### config.mk
export PLATFORM = sky130hd
export DESIGN_NAME = imu_frame_encoder_crc16
export DESIGN_NICKNAME = d
export VERILOG_FILES = /design/src/imufe_pkg.sv /design/src/imufe_crc16.sv /design/src/imu_frame_encoder_crc16.sv
export SDC_FILE = /design/constraint.sdc
export NUM_CORES = 1
export LEC_CHECK = 0
export ABC_AREA = 1
export BUFFER_PORTS_ARGS = -buffer_cell sky130_fd_sc_hd__buf_2
export CAP_MARGIN = 20
export CORE_UTILIZATION = 55
export CTS_CLUSTER_DIAMETER = 60
export DETAILED_ROUTE_END_ITERATION = 16
export HOLD_SLACK_MARGIN = 0.08
export PLACE_DENSITY = 0.81
export REMOVE_ABC_BUFFERS = 1
export SYNTH_ARGS = -nofsm -noshare
export SYNTH_HDL_FRONTEND = slang
export SYNTH_HIERARCHICAL = 1
export SYNTH_SLANG_ARGS = --single-unit
export TNS_END_PERCENT = 20
### constraint.sdc
create_clock -name clk_i -period 22 [get_ports clk_i]
set_clock_uncertainty 0.2 [all_clocks]
set_input_delay 2.2 -clock clk_i [delete_from_list [all_inputs] [get_ports clk_i]]
set_output_delay 2.2 -clock clk_i [all_outputs]
set_load 0.02 [all_outputs]
### src/imufe_pkg.sv
package imufe_pkg;

  localparam int unsigned NumFields  = 6;
  localparam int unsigned FieldWidth = 32;
  localparam int unsigned InWidth    = NumFields * FieldWidth;

  localparam logic [4:0] POS_START     = 5'd0;
  localparam logic [4:0] POS_TYPE      = 5'd1;
  localparam logic [4:0] POS_LEN       = 5'd2;
  localparam logic [4:0] POS_PAY_FIRST = 5'd3;
  localparam logic [4:0] POS_PAY_LAST  = 5'd26;
  localparam logic [4:0] POS_CRC_LO    = 5'd27;
  localparam logic [4:0] POS_CRC_HI    = 5'd28;

  localparam logic [7:0]  PAYLOAD_LEN = 8'd24;
  localparam logic [15:0] CRC_POLY    = 16'hA001;
  localparam logic [15:0] CRC_INIT    = 16'hFFFF;

  localparam logic [7:0] START_RESET = 8'hFC;
  localparam logic [7:0] TYPE_RESET  = 8'h01;

  localparam logic REG_START = 1'b0;
  localparam logic REG_TYPE  = 1'b1;

  typedef struct packed {
    logic init;
    logic feed;
  } crc_ctrl_t;

  function automatic logic [15:0] crc16_byte(input logic [15:0] crc, input logic [7:0] b);
    logic [15:0] c;
    c = crc ^ {8'h00, b};
    for (int k = 0; k < 8; k++) begin
      if (c[0]) begin
        c = (c >> 1) ^ CRC_POLY;
      end else begin
        c = c >> 1;
      end
    end
    return c;
  endfunction

endpackage

### src/imufe_crc16.sv
module imufe_crc16 (
  input  logic                 clk_i,
  input  logic                 rst_ni,
  input  imufe_pkg::crc_ctrl_t ctrl_i,
  input  logic [7:0]           byte_i,
  output logic [15:0]          crc_o
);

  logic [15:0] crc_q, crc_d;

  always_comb begin
    crc_d = crc_q;
    if (ctrl_i.init) begin
      crc_d = imufe_pkg::CRC_INIT;
    end else if (ctrl_i.feed) begin
      crc_d = imufe_pkg::crc16_byte(crc_q, byte_i);
    end
  end

  always_ff @(posedge clk_i or negedge rst_ni) begin
    if (!rst_ni) begin
      crc_q <= imufe_pkg::CRC_INIT;
    end else begin
      crc_q <= crc_d;
    end
  end

  assign crc_o = crc_q;

endmodule

### src/imu_frame_encoder_crc16.sv
// Channel   Dir  Width  Contents
// s_axis    in   192    one word per reading set, six signed 32-bit fields
// m_axis    out  8      one frame byte per word, tlast on the CRC high byte
// apb       in   32     start_byte at 0x0, frame_type at 0x4
//
// Each input word yields a 29-byte frame, one byte per unstalled cycle through
// the output register; frames with a buffered next word run back to back.
// A one-word input buffer takes the next word while the current frame drains.
// The CRC register advances one byte per emitted type, length and payload byte.
// Reset is asynchronous; the registers return to 0xFC and 0x01.
// An output stall holds the serializer and the CRC in place.
module imu_frame_encoder_crc16 (
  input  logic         clk_i,
  input  logic         rst_ni,
  input  logic         s_axis_tvalid,
  output logic         s_axis_tready,
  // [31:0] accel_x, [63:32] accel_y, [95:64] accel_z,
  // [127:96] yaw_milli, [159:128] pitch_milli, [191:160] roll_milli
  input  logic [191:0] s_axis_tdata,
  output logic         m_axis_tvalid,
  input  logic         m_axis_tready,
  // [7:0] out_byte
  output logic [7:0]   m_axis_tdata,
  output logic         m_axis_tlast,
  input  logic         psel,
  input  logic         penable,
  input  logic         pwrite,
  input  logic [2:0]   paddr,
  input  logic [31:0]  pwdata,
  output logic [31:0]  prdata,
  output logic         pready
);

  logic [7:0] start_q, type_q;
  logic       cfg_wr;

  logic [imufe_pkg::InWidth-1:0] buf_q, sh_q;
  logic                          buf_vld_q, active_q;
  logic [4:0]                    cnt_q;

  logic [7:0] m_data_q;
  logic       m_last_q, m_valid_q;

  logic                 in_acc, out_free, emit, emit_last, load, in_pay;
  logic [7:0]           cur_byte;
  logic [15:0]          crc;
  imufe_pkg::crc_ctrl_t crc_ctrl;

  assign pready = 1'b1;
  assign cfg_wr = psel && penable && pwrite && pready;
  assign prdata = (paddr[2] == imufe_pkg::REG_TYPE) ? {24'd0, type_q} : {24'd0, start_q};

  always_ff @(posedge clk_i or negedge rst_ni) begin
    if (!rst_ni) begin
      start_q <= imufe_pkg::START_RESET;
      type_q  <= imufe_pkg::TYPE_RESET;
    end else if (cfg_wr) begin
      if (paddr[2] == imufe_pkg::REG_TYPE) begin
        type_q <= pwdata[7:0];
      end else begin
        start_q <= pwdata[7:0];
      end
    end
  end

  assign out_free  = !m_valid_q || m_axis_tready;
  assign emit      = active_q && out_free;
  assign emit_last = emit && (cnt_q == imufe_pkg::POS_CRC_HI);
  assign load      = buf_vld_q && (!active_q || emit_last);
  assign in_acc    = s_axis_tvalid && s_axis_tready;
  assign in_pay    = (cnt_q >= imufe_pkg::POS_PAY_FIRST) && (cnt_q <= imufe_pkg::POS_PAY_LAST);

  assign s_axis_tready = !buf_vld_q || load;

  always_comb begin
    case (cnt_q)
      imufe_pkg::POS_START:  cur_byte = start_q;
      imufe_pkg::POS_TYPE:   cur_byte = type_q;
      imufe_pkg::POS_LEN:    cur_byte = imufe_pkg::PAYLOAD_LEN;
      imufe_pkg::POS_CRC_LO: cur_byte = crc[7:0];
      imufe_pkg::POS_CRC_HI: cur_byte = crc[15:8];
      default:               cur_byte = sh_q[7:0];
    endcase
  end

  always_comb begin
    crc_ctrl.init = load;
    crc_ctrl.feed = emit && (cnt_q >= imufe_pkg::POS_TYPE) && (cnt_q <= imufe_pkg::POS_PAY_LAST);
  end

  imufe_crc16 u_crc (
    .clk_i  (clk_i),
    .rst_ni (rst_ni),
    .ctrl_i (crc_ctrl),
    .byte_i (cur_byte),
    .crc_o  (crc)
  );

  always_ff @(posedge clk_i) begin
    if (in_acc) begin
      buf_q <= s_axis_tdata;
    end
    if (load) begin
      sh_q <= buf_q;
    end else if (emit && in_pay) begin
      sh_q <= {8'd0, sh_q[imufe_pkg::InWidth-1:8]};
    end
    if (emit) begin
      m_data_q <= cur_byte;
      m_last_q <= (cnt_q == imufe_pkg::POS_CRC_HI);
    end
  end

  always_ff @(posedge clk_i or negedge rst_ni) begin
    if (!rst_ni) begin
      buf_vld_q <= 1'b0;
      active_q  <= 1'b0;
      cnt_q     <= imufe_pkg::POS_START;
      m_valid_q <= 1'b0;
    end else begin
      if (in_acc) begin
        buf_vld_q <= 1'b1;
      end else if (load) begin
        buf_vld_q <= 1'b0;
      end
      if (load) begin
        active_q <= 1'b1;
        cnt_q    <= imufe_pkg::POS_START;
      end else if (emit_last) begin
        active_q <= 1'b0;
        cnt_q    <= imufe_pkg::POS_START;
      end else if (emit) begin
        cnt_q <= cnt_q + 5'd1;
      end
      if (emit) begin
        m_valid_q <= 1'b1;
      end else if (m_axis_tready) begin
        m_valid_q <= 1'b0;
      end
    end
  end

  assign m_axis_tvalid = m_valid_q;
  assign m_axis_tdata  = m_data_q;
  assign m_axis_tlast  = m_last_q;

  a_cnt_range: assert property (@(posedge clk_i) disable iff (!rst_ni)
    cnt_q <= imufe_pkg::POS_CRC_HI)
    else $error("byte counter out of frame");

  a_stall_full: assert property (@(posedge clk_i) disable iff (!rst_ni)
    !s_axis_tready |-> buf_vld_q && active_q)
    else $error("input stalled with free buffer");

  a_last_out: assert property (@(posedge clk_i) disable iff (!rst_ni)
    emit_last |=> m_axis_tvalid && m_axis_tlast)
    else $error("frame end not flagged");

  a_chain: assert property (@(posedge clk_i) disable iff (!rst_ni)
    emit_last && buf_vld_q |=> active_q && (cnt_q == imufe_pkg::POS_START))
    else $error("next frame not started");

  a_idle_empty: assert property (@(posedge clk_i) disable iff (!rst_ni)
    !active_q |-> (cnt_q == imufe_pkg::POS_START))
    else $error("counter not cleared when idle");

endmodule

==> results.txt, run 1 <==
Drt pass-1 iters - 5
Status - finished clean
FF-to-FF path depth - 13
Gate power share - 0.245
RSZ-0062 raised after global routing - false
Yosys warns - 6
CTS tree - built
Grt ovf - 0
Top cells by area, synth - edfxtp_1 (69%), nand2_1 (15%), dfstp_2 (3.5%)
Total routed wirelength - 31500 um
Final Cycle Share - 0.266
Layout cells sized above 1 - 0.202
CP Launch Type - input pin
WL per Instance - 15.2 um
Area Growth Syn to Fin - 15.4%
Port Buffers - 226
Critical path type - input pin to register
Distinct cells, synth - 33
Max_slew headroom - 0.165
PD cells - 141 nW/um^2
Vias per inst - 5.07
Post-synth EDFFs - 393
GPL Wtd Cong - 0.871
Core Region - 30500 um^2
First-pass GRT wire length - 49200 um
Hold Path Origin - start_q[0]
Count leader, synth - nand2_1
Global Route Usage Sum - 0.198
CP Data Arrival Time - 6.09 ns
Worst hold path class - register to register
Post-synthesis async set-or-reset flop share - 0.0924
Clock sink count - 433
Critical path fanouts, max - 116
Number of buffers created by CTS - 45
Switching share of power - 0.312
Worst-skew pair later-pin latency - 0.54 ns
R2r startpoint - cnt_q[0]
Die Wd - 178 um
Hold endpoint - start_q[0]
H-tree lvl count - 2
Syn avg cell area - 12.0 um^2
Worst EP required - 22.25 ns
Worst R2R End - u_crc/crc_o[15]
Hold Buf Count CTS - 0
IO Count - 278
Final net count - 1881
Post-synthesis sequential area ratio - 0.753
Fmax - 171 MHz
Initial antenna violation count - 4
Residual DRC - 0
Worst Tran Pin Value - 1.25 ns
Starting Density - 0.558
Slew Viols, Final - 0
Synth area leader - edfxtp_1
Die area - 31700 um^2
Num rows - 64
CP endpoint kind - register
Synth Flop Type - edfxtp_1
Synth top area share - 0.693
Commonest cells in the netlist - nand2_1 (701), edfxtp_1 (393), inv_1 (51)
Via count - 10.5k
Initial DRC count - 855
Max cap viols - 0
Synthesized cell area - 17000 um^2
Reg2reg setup slack - 16.83 ns
Final setup violation count - 0
Peak supply drop - 0.140 mV
Pleak - 0.00832 uW
Flop pwr share - 0.505
Hold depth - 2
Setup TNS - 0 ns
Final Critical Period - 5.84 ns
Reg clk slew, reported paths - 0.06 ns
Final Hold Fails - 0
Syn Inst Count - 1416
CTS Root Cell - clkbuf_16
Clock network fraction of design power - 0.250
FF+latch count, synth - 433
Post-cts resize count - 0
Switch Pwr - 868 uW
Dpl hpwl - 18700 um
Largest net degree at the start of global routing - 193
Setup Fix Bufs, Post-CTS - 0
Total power - 2780 uW
DRT antenna net count - 0
Vias in the first global route - 10.2k
Internal power - 1910 uW
Clock Path Buffers - 3
Chip Height - 178 um
how the worst max path moves through the flow:
stage	start	endpoint	slack, ns
after floorplan	m_axis_tready	sh_q[0]	4.53
after global placement	m_axis_tready	u_crc/crc_o[15]	15.60
after detailed placement	m_axis_tready	u_crc/crc_o[15]	15.55
after CTS	m_axis_tready	u_crc/crc_o[7]	16.10
after global routing	m_axis_tready	u_crc/crc_o[6]	15.69
final	m_axis_tready	u_crc/crc_o[15]	16.16
metal layers:
layer | up-vias | GRT usage | wire length (um)
li1 | 5106 | - | -
met1 | 4970 | 0.260 | 13000
met2 | 378 | 0.334 | 15600
met3 | 59 | 0.0399 | 2220
met4 | 6 | 0.0591 | 657
met5 | - | 0 | 30
layout make-up:
type	instances	area (um^2)
Multi-Input combinational cell	874	3580
Sequential cell	433	12800
Inverter	59	234
Tap cell	396	495
Fill cell	2244	10800
Antenna cell	2	5.00
Timing Repair Buffer	230	1170
Clock buffer	53	1180
Clock inverter	27	170
critical path, cell delays in order:
cell and delay [ns]:
buf_2 0.08, inv_1 0.06, a21oi_4 0.42, nand2_1 0.13
nand2_1 0.23, nand2_8 0.47, inv_6 0.73, buf_4 0.88
nor2_1 0.32, inv_1 0.30, nor2_1 0.07, a31oi_1 0.14
registers in the layout (all words and copies together), names as in the netlist:
| register | flops |
|---|---|
| u_crc/crc_o | 16 |
| buf_vld_q | 1 |
| type_q | 8 |
| m_axis_tdata | 8 |
| m_axis_tlast | 1 |
| buf_q | 192 |
| active_q | 1 |
| m_axis_tvalid | 1 |
| sh_q | 192 |
| start_q | 8 |
| cnt_q | 5 |
kinds of logic (layout without fill, tap and decap cells):
| logic type | count (synthesis) | after routing | share of synthesized area |
|---|---|---|---|
| buffers and inverters | 132 | 369 | 0.0435 |
| DFF | 433 | 433 | 0.753 |
| and+or+nand+nor | 780 | 780 | 0.177 |
| AOI/OAI and AO/OA | 62 | 62 | 0.0208 |
| adders and majority gates | 4 | 4 | 0.00294 |
| xor gates and xnor gates | 3 | 3 | 0.00198 |
| other | 2 | 27 | 0.000441 |
per-stage QoR:
step	std cells	instance area (um^2)	setup WS (ns)	hold slack, ns	utilization
after floorplan	1366	16600	4.53	0.253	-
after global placement	1992	18300	15.60	0.268	0.600
after detailed placement	1992	18300	15.55	0.273	0.600
after CTS	2072	19700	16.10	0.286	0.644
after global routing	2072	19700	15.69	0.310	0.644
final	2074	19700	16.16	0.292	0.645
layout by cell type, fill, tap and decap left out, types with 2 or more instances in the layout:
| cell type | synthesis | final |
|---|---|---|
| diode_2 | 0 | 2 |
| a21oi_1 | 6 | 6 |
| buf_2 | 19 | 226 |
| inv_2 | 8 | 7 |
| buf_4 | 25 | 3 |
| ha_1 | 4 | 4 |
| dfrtp_1 | 17 | 17 |
| o21ai_0 | 41 | 40 |
| inv_1 | 51 | 50 |
| nor3_1 | 2 | 2 |
| clkbuf_1 | 12 | 7 |
| nor2_1 | 32 | 32 |
| clkbuf_16 | 0 | 46 |
| nand3_1 | 30 | 30 |
| a32oi_1 | 2 | 2 |
| clkinv_1 | 0 | 12 |
| nand2_1 | 701 | 701 |
| nand2_2 | 8 | 7 |
| clkinv_2 | 0 | 8 |
| conb_1 | 2 | 25 |
| a31oi_1 | 4 | 4 |
| nand2_4 | 2 | 2 |
| a22oi_1 | 6 | 6 |
| edfxtp_1 | 393 | 393 |
| inv_6 | 0 | 3 |
| dfstp_2 | 23 | 23 |
power by group through the flow:
stage               sequential [uW]  clock [uW]  combinational (uW)
floorplan                      1510           0                 493
global placement               1410           0                 651
detailed placement             1420           0                 682
CTS                            1410         707                 687
global route                   1430         739                 774
finish                         1410         694                 681
Power figures use the tool's default switching activity.
==> run 2: changes to the inputs <==
==> constraint.sdc (replaced) <==
create_clock -name clk_i -period 6.1 [get_ports clk_i]
set_clock_uncertainty 0.2 [all_clocks]
set_input_delay 0.61 -clock clk_i [delete_from_list [all_inputs] [get_ports clk_i]]
set_output_delay 0.61 -clock clk_i [all_outputs]
set_load 0.02 [all_outputs]
==> run 2 against run 1 <==
Against the previous run: the run now ends with slew limit left; combinational power increased to 3.9 times the previous value; final area rose by 10%; routed wire length up 22%; first-iteration DRC count up 48%; sequential share of layout area is 6.1 points lower; clock power rose to 3.8 times the previous value; worst hold slack got worse by 0.17 ns; critical path depth shrank 1; cell count is 9.3% higher; non-clock buffer count up 192; setup slack worse by 14 ns; critical endpoint is now sh_q[157].
==> results.txt, run 2 (synthesized netlist as in run 1, its figures left out) <==
Final net count - 2072
Num rows - 64
Pre-CTS setup slack - 1.82 ns
Total power - 10400 uW
Die Wd - 178 um
Post-layout util - 0.711
Met2 Wirelength - 19900 um
Drt pass-1 iters - 7
Worst Tran Pin Value - 1.63 ns
Final setup violation count - 0
Worst hold path class - input pin to register
WL met1 - 14400 um
Max cap viols - 0
Dpl hpwl - 18500 um
Slew Viols, Final - 93
Total routed wirelength - 38300 um
GPL Wtd Cong - 0.872
Final Cycle Share - 0.717
CP Data Arrival Time - 4.56 ns
Critical path fanouts, max - 119
Clock Path Buffers - 3
Largest net degree at the start of global routing - 193
Worst EP required - 6.29 ns
CP endpoint kind - register
Fmax - 229 MHz
Port Buffers - 226
Grt ovf - 0
Worst-skew pair later-pin latency - 0.55 ns
Initial DRC count - 1269
CTS Root Cell - clkbuf_16
WL per Instance - 16.9 um
First-pass GRT wire length - 59100 um
Setup WS post-layout - 1.72 ns
CTS tree - built
Critical path type - register to register
DRT antenna net count - 0
Residual DRC - 0
H-tree lvl count - 2
Die area - 31700 um^2
PD cells - 481 nW/um^2
Via count - 11.7k
Most frequent cells in the layout - nand2_1 (701), edfxtp_1 (393), buf_2 (226)
Max_slew headroom - -0.0860
Chip Height - 178 um
Met3 Routed Length - 2980 um
Status - complete, but fails checks
Layout cells sized above 1 - 0.180
Pleak - 0.00916 uW
Area Growth Syn to Fin - 27.3%
Starting Density - 0.558
Reg clk slew, reported paths - 0.06 ns
Initial antenna violation count - 2
Setup Fix Bufs, Post-CTS - 0
Final Critical Period - 4.38 ns
IO Count - 278
Violated checks - slew limit
Final Hold Fails - 0
Vias in the first global route - 11.5k
Clock sink count - 433
Number of buffers created by CTS - 44
Peak supply drop - 0.343 mV
Most common cell after layout, fill and taps aside - nand2_1
Top sig layer - met4
Core Region - 30500 um^2
Vias per inst - 5.17
CP Launch Type - register
RSZ-0062 raised after global routing - false
Global Route Usage Sum - 0.243
[run 2: routing by layer]
metal / global-route usage / vias up
li1: - / 5505
met1: 0.306 / 5530
met2: 0.432 / 599
met3: 0.0401 / 80
met4: 0.0709 / 0
met5: 0 / -
[run 2: through the flow]
| stage | hold WS, ns | setup TNS [ns] | std cells | area, um^2 |
|---|---|---|---|---|
| after floorplan | 0.114 | -1891.57 | 1366 | 16600 |
| after global placement | 0.270 | 0 | 1992 | 18300 |
| after detailed placement | 0.279 | 0 | 1992 | 18300 |
| after CTS | 0.0907 | 0 | 2264 | 21700 |
| after global routing | 0.0979 | 0 | 2266 | 21700 |
| final | 0.119 | 0 | 2267 | 21700 |
[run 2: power breakdown]
part | switching [uW] | internal [uW]
Sequential | 364 | 4750
Clock | 1120 | 1550
Combinational | 1810 | 821
Total | 3300 | 7130
[run 2: area by class of cell]
cell class	instances	area [um^2]
timing repair buffer	422	3120
fill	1908	8820
clock inverter	26	282
antenna	3	7.51
tap	396	495
inverter	59	234
multi-input combinational	874	3580
clock buffer	54	1140
sequential	433	12800
[run 2: timing repair]
action | CTS | global route
hold buffers | 192 | 0
gates resized for setup | 0 | 0
endpoints found under the hold margin | 208 | 0
[run 2: critical path, stage by stage, from the launching register on]
cell and delay, ns:
dfrtp_1 0.44, inv_1 0.14, ha_1 0.21, nand2_1 0.06, nor2_1 0.63, nand2_1 0.16, nand2_1 0.26, nand2_8 0.42
inv_6 0.73, buf_12 0.42, nand2_1 0.18, nand2_1 0.17
[run 2: final timing paths]
path                       depth (start not counted)             from              end  slack, ns
max                                               11         cnt_q[0]        sh_q[157]       1.72
min reg2reg                                        2  u_crc/crc_o[10]  u_crc/crc_o[10]       0.29
max reg2reg                                       11         cnt_q[0]        sh_q[157]       1.72
max in group asynchronous                          2           rst_ni         cnt_q[1]       4.57
min                                                3        pwdata[2]       start_q[2]       0.12
min in group asynchronous                          2           rst_ni       start_q[1]       0.56
